[src/hw/rtl/deq_pkg.sv]
// Shared constants and types for the double-ended queue.
// Used by the double_ended_queue top level; depends on nothing.
package deq_pkg;

    // Storage geometry.
    localparam int DEPTH      = 64;
    localparam int DATA_WIDTH = 32;
    localparam int IDX_W      = (DEPTH > 1) ? $clog2(DEPTH) : 1;
    localparam int CNT_W      = $clog2(DEPTH + 1);

    // Operation codes carried by an input item.
    localparam logic [1:0] OP_PUSH_FRONT = 2'd0;
    localparam logic [1:0] OP_PUSH_REAR  = 2'd1;
    localparam logic [1:0] OP_POP_FRONT  = 2'd2;
    localparam logic [1:0] OP_POP_REAR   = 2'd3;

    // Status codes carried by a result item.
    localparam logic [1:0] ST_OK    = 2'd0;
    localparam logic [1:0] ST_UNDER = 2'd1;
    localparam logic [1:0] ST_OVER  = 2'd2;

    // Result of one operation, waiting for the store's read data.
    typedef struct packed {
        logic [1:0]       status;
        logic [CNT_W-1:0] count;
        logic             pop_ok;
    } t_pend;

endpackage

[src/hw/rtl/double_ended_queue.sv]
// Top level of the bounded double-ended queue: ring control around deq_ram.
// Depends on deq_pkg for geometry, codes and the pending-result type.
//
//   channel   direction  handshake            payload
//   input     in         i_valid / o_stall    i_op, i_value
//   result    out        o_valid / i_stall    o_removed_value, o_status, o_count_after
//
// An item is decoded in the cycle it is accepted: push data is written to the
// store then, and a pop issues its store read. The result waits in the pending
// stage for the store's registered read data, then moves into the output register.
// One item per cycle is sustained while the result side does not stall;
// a stalled result holds the pending stage, which then stalls the input.
// Reset is synchronous and active low; the store needs no clearing.
module double_ended_queue
    import deq_pkg::*;
(
    input  logic                         i_clk,
    input  logic                         i_rst_n,
    input  logic                         i_valid,
    output logic                         o_stall,
    input  logic [1:0]                   i_op,
    input  logic signed [DATA_WIDTH-1:0] i_value,
    output logic                         o_valid,
    input  logic                         i_stall,
    output logic signed [DATA_WIDTH-1:0] o_removed_value,
    output logic [1:0]                   o_status,
    output logic [CNT_W-1:0]             o_count_after
);

    localparam logic [CNT_W:0]   DEPTH_S = (CNT_W + 1)'(DEPTH);
    localparam logic [CNT_W-1:0] FULL_C  = CNT_W'(DEPTH);
    localparam logic [IDX_W-1:0] LAST_I  = IDX_W'(DEPTH - 1);

    logic [IDX_W-1:0]      r_front, n_front;
    logic [CNT_W-1:0]      r_count, n_count;
    logic                  r_pend_valid;
    t_pend                 r_pend, n_pend;
    logic                  r_out_valid;
    logic [DATA_WIDTH-1:0] r_out_value;
    logic [1:0]            r_out_status;
    logic [CNT_W-1:0]      r_out_count;

    logic                  out_free;
    logic                  pend_move;
    logic                  accept;
    logic                  is_push;
    logic                  is_full;
    logic                  is_empty;
    logic [CNT_W:0]        sum_rear;
    logic [CNT_W:0]        sum_last;
    logic [IDX_W-1:0]      rear_next;
    logic [IDX_W-1:0]      rear_last;
    logic [IDX_W-1:0]      front_dec;
    logic [IDX_W-1:0]      front_inc;
    logic                  mem_we;
    logic [IDX_W-1:0]      mem_waddr;
    logic                  mem_re;
    logic [IDX_W-1:0]      mem_raddr;
    logic [DATA_WIDTH-1:0] mem_rdata;

    // Handshake: the pending stage moves when the output register is free.
    assign out_free  = !r_out_valid || !i_stall;
    assign pend_move = r_pend_valid && out_free;
    assign o_stall   = r_pend_valid && !out_free;
    assign accept    = i_valid && !o_stall;

    // Ring index arithmetic; every sum stays below twice the depth.
    assign is_full   = (r_count == FULL_C);
    assign is_empty  = (r_count == '0);
    assign sum_rear  = (CNT_W + 1)'(r_front) + (CNT_W + 1)'(r_count);
    assign sum_last  = sum_rear - (CNT_W + 1)'(1);
    assign rear_next = (sum_rear >= DEPTH_S) ? IDX_W'(sum_rear - DEPTH_S) : IDX_W'(sum_rear);
    assign rear_last = (sum_last >= DEPTH_S) ? IDX_W'(sum_last - DEPTH_S) : IDX_W'(sum_last);
    assign front_dec = (r_front == '0) ? LAST_I : r_front - IDX_W'(1);
    assign front_inc = (r_front == LAST_I) ? '0 : r_front + IDX_W'(1);

    // Decode of the accepted item: store access, new ring state, pending result.
    always_comb begin
        is_push   = i_op inside {OP_PUSH_FRONT, OP_PUSH_REAR};
        n_front   = r_front;
        n_count   = r_count;
        mem_we    = 1'b0;
        mem_waddr = rear_next;
        mem_re    = 1'b0;
        mem_raddr = r_front;
        n_pend.status = ST_OK;
        n_pend.pop_ok = 1'b0;
        if (accept) begin
            if (is_push) begin
                if (is_full) begin
                    n_pend.status = ST_OVER;
                end else begin
                    mem_we  = 1'b1;
                    n_count = r_count + CNT_W'(1);
                    if (i_op == OP_PUSH_FRONT) begin
                        n_front   = front_dec;
                        mem_waddr = front_dec;
                    end
                end
            end else begin
                if (is_empty) begin
                    n_pend.status = ST_UNDER;
                end else begin
                    mem_re        = 1'b1;
                    n_pend.pop_ok = 1'b1;
                    n_count       = r_count - CNT_W'(1);
                    if (i_op == OP_POP_FRONT) begin
                        n_front = front_inc;
                    end else begin
                        mem_raddr = rear_last;
                    end
                end
            end
        end
        n_pend.count = n_count;
    end

    deq_ram #(
        .WIDTH (DATA_WIDTH),
        .DEPTH (DEPTH)
    ) u_ram (
        .i_clk   (i_clk),
        .i_we    (mem_we),
        .i_waddr (mem_waddr),
        .i_wdata (i_value),
        .i_re    (mem_re),
        .i_raddr (mem_raddr),
        .o_rdata (mem_rdata)
    );

    // Ring state and the pending stage.
    always_ff @(posedge i_clk) begin
        if (!i_rst_n) begin
            r_front      <= '0;
            r_count      <= '0;
            r_pend_valid <= 1'b0;
        end else begin
            r_front <= n_front;
            r_count <= n_count;
            if (accept) begin
                r_pend_valid <= 1'b1;
            end else if (pend_move) begin
                r_pend_valid <= 1'b0;
            end
        end
    end

    always_ff @(posedge i_clk) begin
        if (accept) begin
            r_pend <= n_pend;
        end
    end

    // Output register; a pop takes its value from the store's read data.
    always_ff @(posedge i_clk) begin
        if (!i_rst_n) begin
            r_out_valid <= 1'b0;
        end else if (pend_move) begin
            r_out_valid <= 1'b1;
        end else if (!i_stall) begin
            r_out_valid <= 1'b0;
        end
    end

    always_ff @(posedge i_clk) begin
        if (pend_move) begin
            r_out_value  <= r_pend.pop_ok ? mem_rdata : '0;
            r_out_status <= r_pend.status;
            r_out_count  <= r_pend.count;
        end
    end

    assign o_valid         = r_out_valid;
    assign o_removed_value = r_out_value;
    assign o_status        = r_out_status;
    assign o_count_after   = r_out_count;

endmodule

[src/hw/rtl/deq_ram.sv]
// Generic single-clock RAM with one write port and one registered read port.
// Standalone; the read data holds its value between reads.
module deq_ram #(
    parameter int WIDTH  = 32,
    parameter int DEPTH  = 64,
    parameter int ADDR_W = (DEPTH > 1) ? $clog2(DEPTH) : 1
) (
    input  logic              i_clk,
    input  logic              i_we,
    input  logic [ADDR_W-1:0] i_waddr,
    input  logic [WIDTH-1:0]  i_wdata,
    input  logic              i_re,
    input  logic [ADDR_W-1:0] i_raddr,
    output logic [WIDTH-1:0]  o_rdata
);

    logic [WIDTH-1:0] r_mem [DEPTH];
    logic [WIDTH-1:0] r_rdata;

    // Write port.
    always_ff @(posedge i_clk) begin
        if (i_we) begin
            r_mem[i_waddr] <= i_wdata;
        end
    end

    // Registered read port.
    always_ff @(posedge i_clk) begin
        if (i_re) begin
            r_rdata <= r_mem[i_raddr];
        end
    end

    assign o_rdata = r_rdata;

endmodule
[config.mk]
export PLATFORM = sky130hd
export DESIGN_NAME = double_ended_queue
export DESIGN_NICKNAME = d
export VERILOG_FILES = /design/src/hw/rtl/deq_pkg.sv /design/src/hw/rtl/double_ended_queue.sv /design/src/hw/rtl/deq_ram.sv
export SDC_FILE = /design/constraint.sdc
export NUM_CORES = 2
export LEC_CHECK = 0
export BUFFER_PORTS_ARGS = -buffer_cell sky130_fd_sc_hd__buf_2
export CAP_MARGIN = 10
export CORE_ASPECT_RATIO = 0.75
export CORE_MARGIN = 2
export CORE_UTILIZATION = 40
export CTS_CLUSTER_DIAMETER = 60
export DETAILED_ROUTE_END_ITERATION = 7
export HOLD_SLACK_MARGIN = 0.12
export SYNTH_ARGS = -nofsm -noshare
export SYNTH_HDL_FRONTEND = slang
export SYNTH_SLANG_ARGS = --single-unit
[constraint.sdc]
create_clock -name i_clk -period 5.3 [get_ports i_clk]
set_input_delay 0.53 -clock i_clk [delete_from_list [all_inputs] [get_ports i_clk]]
set_output_delay 0.53 -clock i_clk [all_outputs]
set_load 0.01 [all_outputs]
==> impl_metrics.sql <==
INSERT INTO impl_metrics (metric_group, metric, value, unit) VALUES
('worst_setup_path', 'worst-endpoint-required', '5.87', 'ns'),
('synth', 'syn-instance-count', '5991', ''),
('cells_and_area', 'final_design_area_no_fill', '95500', 'um2'),
('synth', 'synth_top_area_share', '76.7', '%'),
('synth', 'per_instance_average_area_after_synthesis', '13.9', 'um2'),
('route', 'viasPerCell', '5.81', ''),
('power_and_ir_drop', 'p_sw', '0.00989', 'W'),
('synth', 'yosysTopAreaCell', 'sky130_fd_sc_hd__edfxtp_1', ''),
('synth', 'synth-seq-area-share', '77.1', '%'),
('route', 'drtPass1Iterations', '6', ''),
('power_and_ir_drop', 'power.density_cell_area', '401', 'nW/um2'),
('synth', 'netlist_area', '83400', 'um2'),
('placed_design', 'number_of_buffer_cells_added_on_primary_ports', '80', ''),
('cts', 'clock_latency', '0.85', 'ns'),
('synth', 'synth-edff-count', '2131', ''),
('power_and_ir_drop', 'power_leakage', '32.4', 'nW'),
('grt', 'vias_in_the_first_global_route', '49300', ''),
('worst_setup_path', 'crit_type', 'flip-flop to flip-flop', ''),
('power_and_ir_drop', 'sequentialPowerShare', '49.6', '%'),
('placed_design', 'postPlaceCellArea', '89000', 'um2'),
('floorplanning', 'fp.dieArea', '212000', 'um2'),
('cts', 'cts-htree-levels', '4', ''),
('placed_design', 'place.detailed.instances', '8727', ''),
('synth', 'synth.lib_cells_used.distinct', '56', ''),
('outcome', 'outcome', 'finished, final reports clean', ''),
('route', 'dr_total_vias', '52900', ''),
('placed_design', 'dp_worst_setup_slack', '0.725', 'ns'),
('timing', 'finalSetupTns', '0', 'ns'),
('timing', 'final-hold-violation-count', '0', ''),
('power_and_ir_drop', 'netSwitchingFraction', '25.8', '%'),
('route', 'dr.first_iter.drc_count', '7037', ''),
('worst_setup_path', 'cp-end-kind', 'flip-flop', ''),
('flow_run', 'max_cap_violations', '0', ''),
('cells_and_area', 'final-instance-count-excl-fill', '9097', ''),
('synth', 'synth_nets', '6041', ''),
('floorplanning', 'core.rowCount', '145', ''),
('grt', 'grt_max_degree', '133', ''),
('timing', 'final_min_period_over_clock_period', '91.1', '%'),
('cts', 'root_buffer_cell', 'sky130_fd_sc_hd__clkbuf_16', ''),
('grt', 'wire_length_of_the_first_global_routing_pass', '346000', 'um'),
('floorplanning', 'die_x', '531', 'um'),
('synth', 'synth_top_cells_by_area', 'sky130_fd_sc_hd__edfxtp_1 77%, sky130_fd_sc_hd__nand2_1 6.7%, sky130_fd_sc_hd__a21oi_1 4.4%', ''),
('timing', 'slew_headroom', '18.1', '%'),
('power_and_ir_drop', 'cell_internal_pwr', '0.0285', 'W'),
('timing', 'tightest_slew', '1.23', 'ns'),
('grt', 'grt_antenna_before_repair', '14', ''),
('floorplanning', 'floorplan.core_area', '208000', 'um2'),
('timing', 'hold_slack', '0.203', 'ns'),
('synth', 'synth_flop_cell', 'sky130_fd_sc_hd__edfxtp_1', ''),
('cells_and_area', 'post_route_cells_drive_above_1_share', '11.7', '%'),
('worst_setup_path', 'worst-path-max-fanout', '132', ''),
('synth', 'synth_warnings', '0', ''),
('timing', 'worst_clock_skew', '0.0483', 'ns'),
('synth', 'postSynth.asyncResetShare', '0', '%'),
('synth', 'post_synth_most_frequent_cells', '2131 x sky130_fd_sc_hd__edfxtp_1, 1495 x sky130_fd_sc_hd__nand2_1, 730 x sky130_fd_sc_hd__a21oi_1', ''),
('cts', 'cts_buffers', '201', ''),
('placed_design', 'place.gp.congestion', '0.822', ''),
('placed_design', 'hpwl', '134000', 'um'),
('timing', 'report.final.slew_viol_count', '0', ''),
('grt', 'grt_usage', '22.0', '%'),
('synth', 'yosys_register_bits', '2146', ''),
('power_and_ir_drop', 'worst_ir_drop_vdd', '0.000256', 'V'),
('synth', 'yosys.cell_count.top_type', 'sky130_fd_sc_hd__edfxtp_1', ''),
('floorplanning', 'ios', '81', ''),
('cts', 'cts.sinks', '2146', ''),
('cells_and_area', 'count_of_nets_after_finishing', '6196', ''),
('timing', 'layout_setup_ws', '0.471', 'ns'),
('power_and_ir_drop', 'pwr-share-clk', '37.2', '%'),
('route', 'routed_wl', '238000', 'um'),
('hold_path', 'hold_path_depth', '2', ''),
('cells_and_area', 'area_growth_synth_to_finish', '14.6', '%');
final timing paths:
kind | startpoint | endpoint | slack [ns]
hold / removal | i_op[1] | r_pend[9] | 0.20
hold reg to reg | r_pend[7] | o_count_after[6] | 0.42
setup / recovery | r_count[0] | u_ram.o_rdata[27] | 0.47
setup reg to reg | r_count[0] | u_ram.o_rdata[27] | 0.47
final cells by class:
| class | instances | area (um2) |
|---|---|---|
| antenna | 1 | 2.50 |
| clock inverter | 135 | 1180 |
| clock buffer | 225 | 5200 |
| sequential | 2146 | 64300 |
| tap | 2793 | 3490 |
| inverter | 14 | 52.6 |
| timing repair buffer | 361 | 3350 |
| multi-input combinational | 3422 | 18000 |
| fill | 17900 | 112000 |
worst max-delay path, stage by stage, from the launching register on:
cell                       delay, ns
sky130_fd_sc_hd__dfxtp_1        0.37
sky130_fd_sc_hd__ha_1           0.23
sky130_fd_sc_hd__fa_1           0.55
sky130_fd_sc_hd__inv_1          0.06
sky130_fd_sc_hd__ha_1           0.42
sky130_fd_sc_hd__nand4_1        0.13
sky130_fd_sc_hd__a211o_1        0.34
sky130_fd_sc_hd__a21boi_4       0.19
sky130_fd_sc_hd__buf_12         0.18
sky130_fd_sc_hd__buf_12         0.19
sky130_fd_sc_hd__a21oi_1        0.36
sky130_fd_sc_hd__a22oi_1        0.13
sky130_fd_sc_hd__a22oi_1        0.38
sky130_fd_sc_hd__a21oi_1        0.26
sky130_fd_sc_hd__or4_1          0.50
placed cells by master, fill, tap and decap left out, types with 33 or more instances in the layout:
| master | n |
|---|---|
| sky130_fd_sc_hd__buf_2 | 80 |
| sky130_fd_sc_hd__a32oi_1 | 186 |
| sky130_fd_sc_hd__buf_4 | 208 |
| sky130_fd_sc_hd__edfxtp_1 | 2131 |
| sky130_fd_sc_hd__and2_1 | 43 |
| sky130_fd_sc_hd__clkinv_1 | 47 |
| sky130_fd_sc_hd__clkbuf_16 | 205 |
| sky130_fd_sc_hd__a31oi_1 | 129 |
| sky130_fd_sc_hd__or4_1 | 33 |
| sky130_fd_sc_hd__nor2_4 | 65 |
| sky130_fd_sc_hd__a21oi_1 | 729 |
| sky130_fd_sc_hd__nand2_1 | 1495 |
| sky130_fd_sc_hd__a22oi_1 | 328 |
| sky130_fd_sc_hd__clkinv_2 | 49 |
| sky130_fd_sc_hd__nand3_1 | 277 |
| sky130_fd_sc_hd__buf_12 | 66 |
layer usage:
metal | global-route usage (%) | vias up | wire length (um) | share of wire, %
li1 | - | 23000 | - | -
met1 | 33.6 | 26900 | 105000 | 44
met2 | 32.7 | 2681 | 105000 | 44
met3 | 3.54 | 334 | 21900 | 9.2
met4 | 5.29 | 2 | 5420 | 2.3
met5 | 0 | - | 17 | 0.0072
power groups by stage:
stage | registers (W) | clock network (W) | logic, W
after detailed placement | 0.0194 | 0 | 0.00498
after global placement | 0.0194 | 0 | 0.00492
after global routing | 0.0190 | 0.0151 | 0.00544
after floorplan | 0.0193 | 0 | 0.00288
after CTS | 0.0190 | 0.0145 | 0.00500
final | 0.0190 | 0.0143 | 0.00503
sequential cells by signal, indices dropped and copies added, names as in the netlist:
name	flops
u_ram.r_mem	2048
o_removed_value	32
u_ram.o_rdata	32
r_pend	10
o_count_after	7
r_count	7
r_front	6
o_status	2
o_valid	1
r_pend_valid	1
cells by family (layout without fill, tap and decap cells):
family / count (synthesis) / after routing / share of synthesized area [%]
buffers and inverters: 423 / 735 / 2.12
adder cells (fa/ha/maj): 12 / 12 / 0.189
AO/OA/AOI/OAI: 1432 / 1432 / 10.8
XOR/XNOR: 12 / 12 / 0.161
AND/OR/NAND/NOR: 1964 / 1964 / 9.63
multiplexers: 2 / 2 / 0.0240
other: 0 / 1 / 0
flip-flops: 2146 / 2146 / 77.1
repair_timing:
action / CTS / global route
hold buffers: 5 / 2
setup buffers: 0 / 0
hold endpoints to repair: 13 / 19
per-stage QoR:
stage	utilization [%]	power (W)
floorplan	-	0.0222
global placement	42.9	0.0243
detailed placement	42.9	0.0244
CTS	46.0	0.0385
global route	46.0	0.0396
finish	46.0	0.0383
No activity file was read; power rests on OpenSTA's default activity.
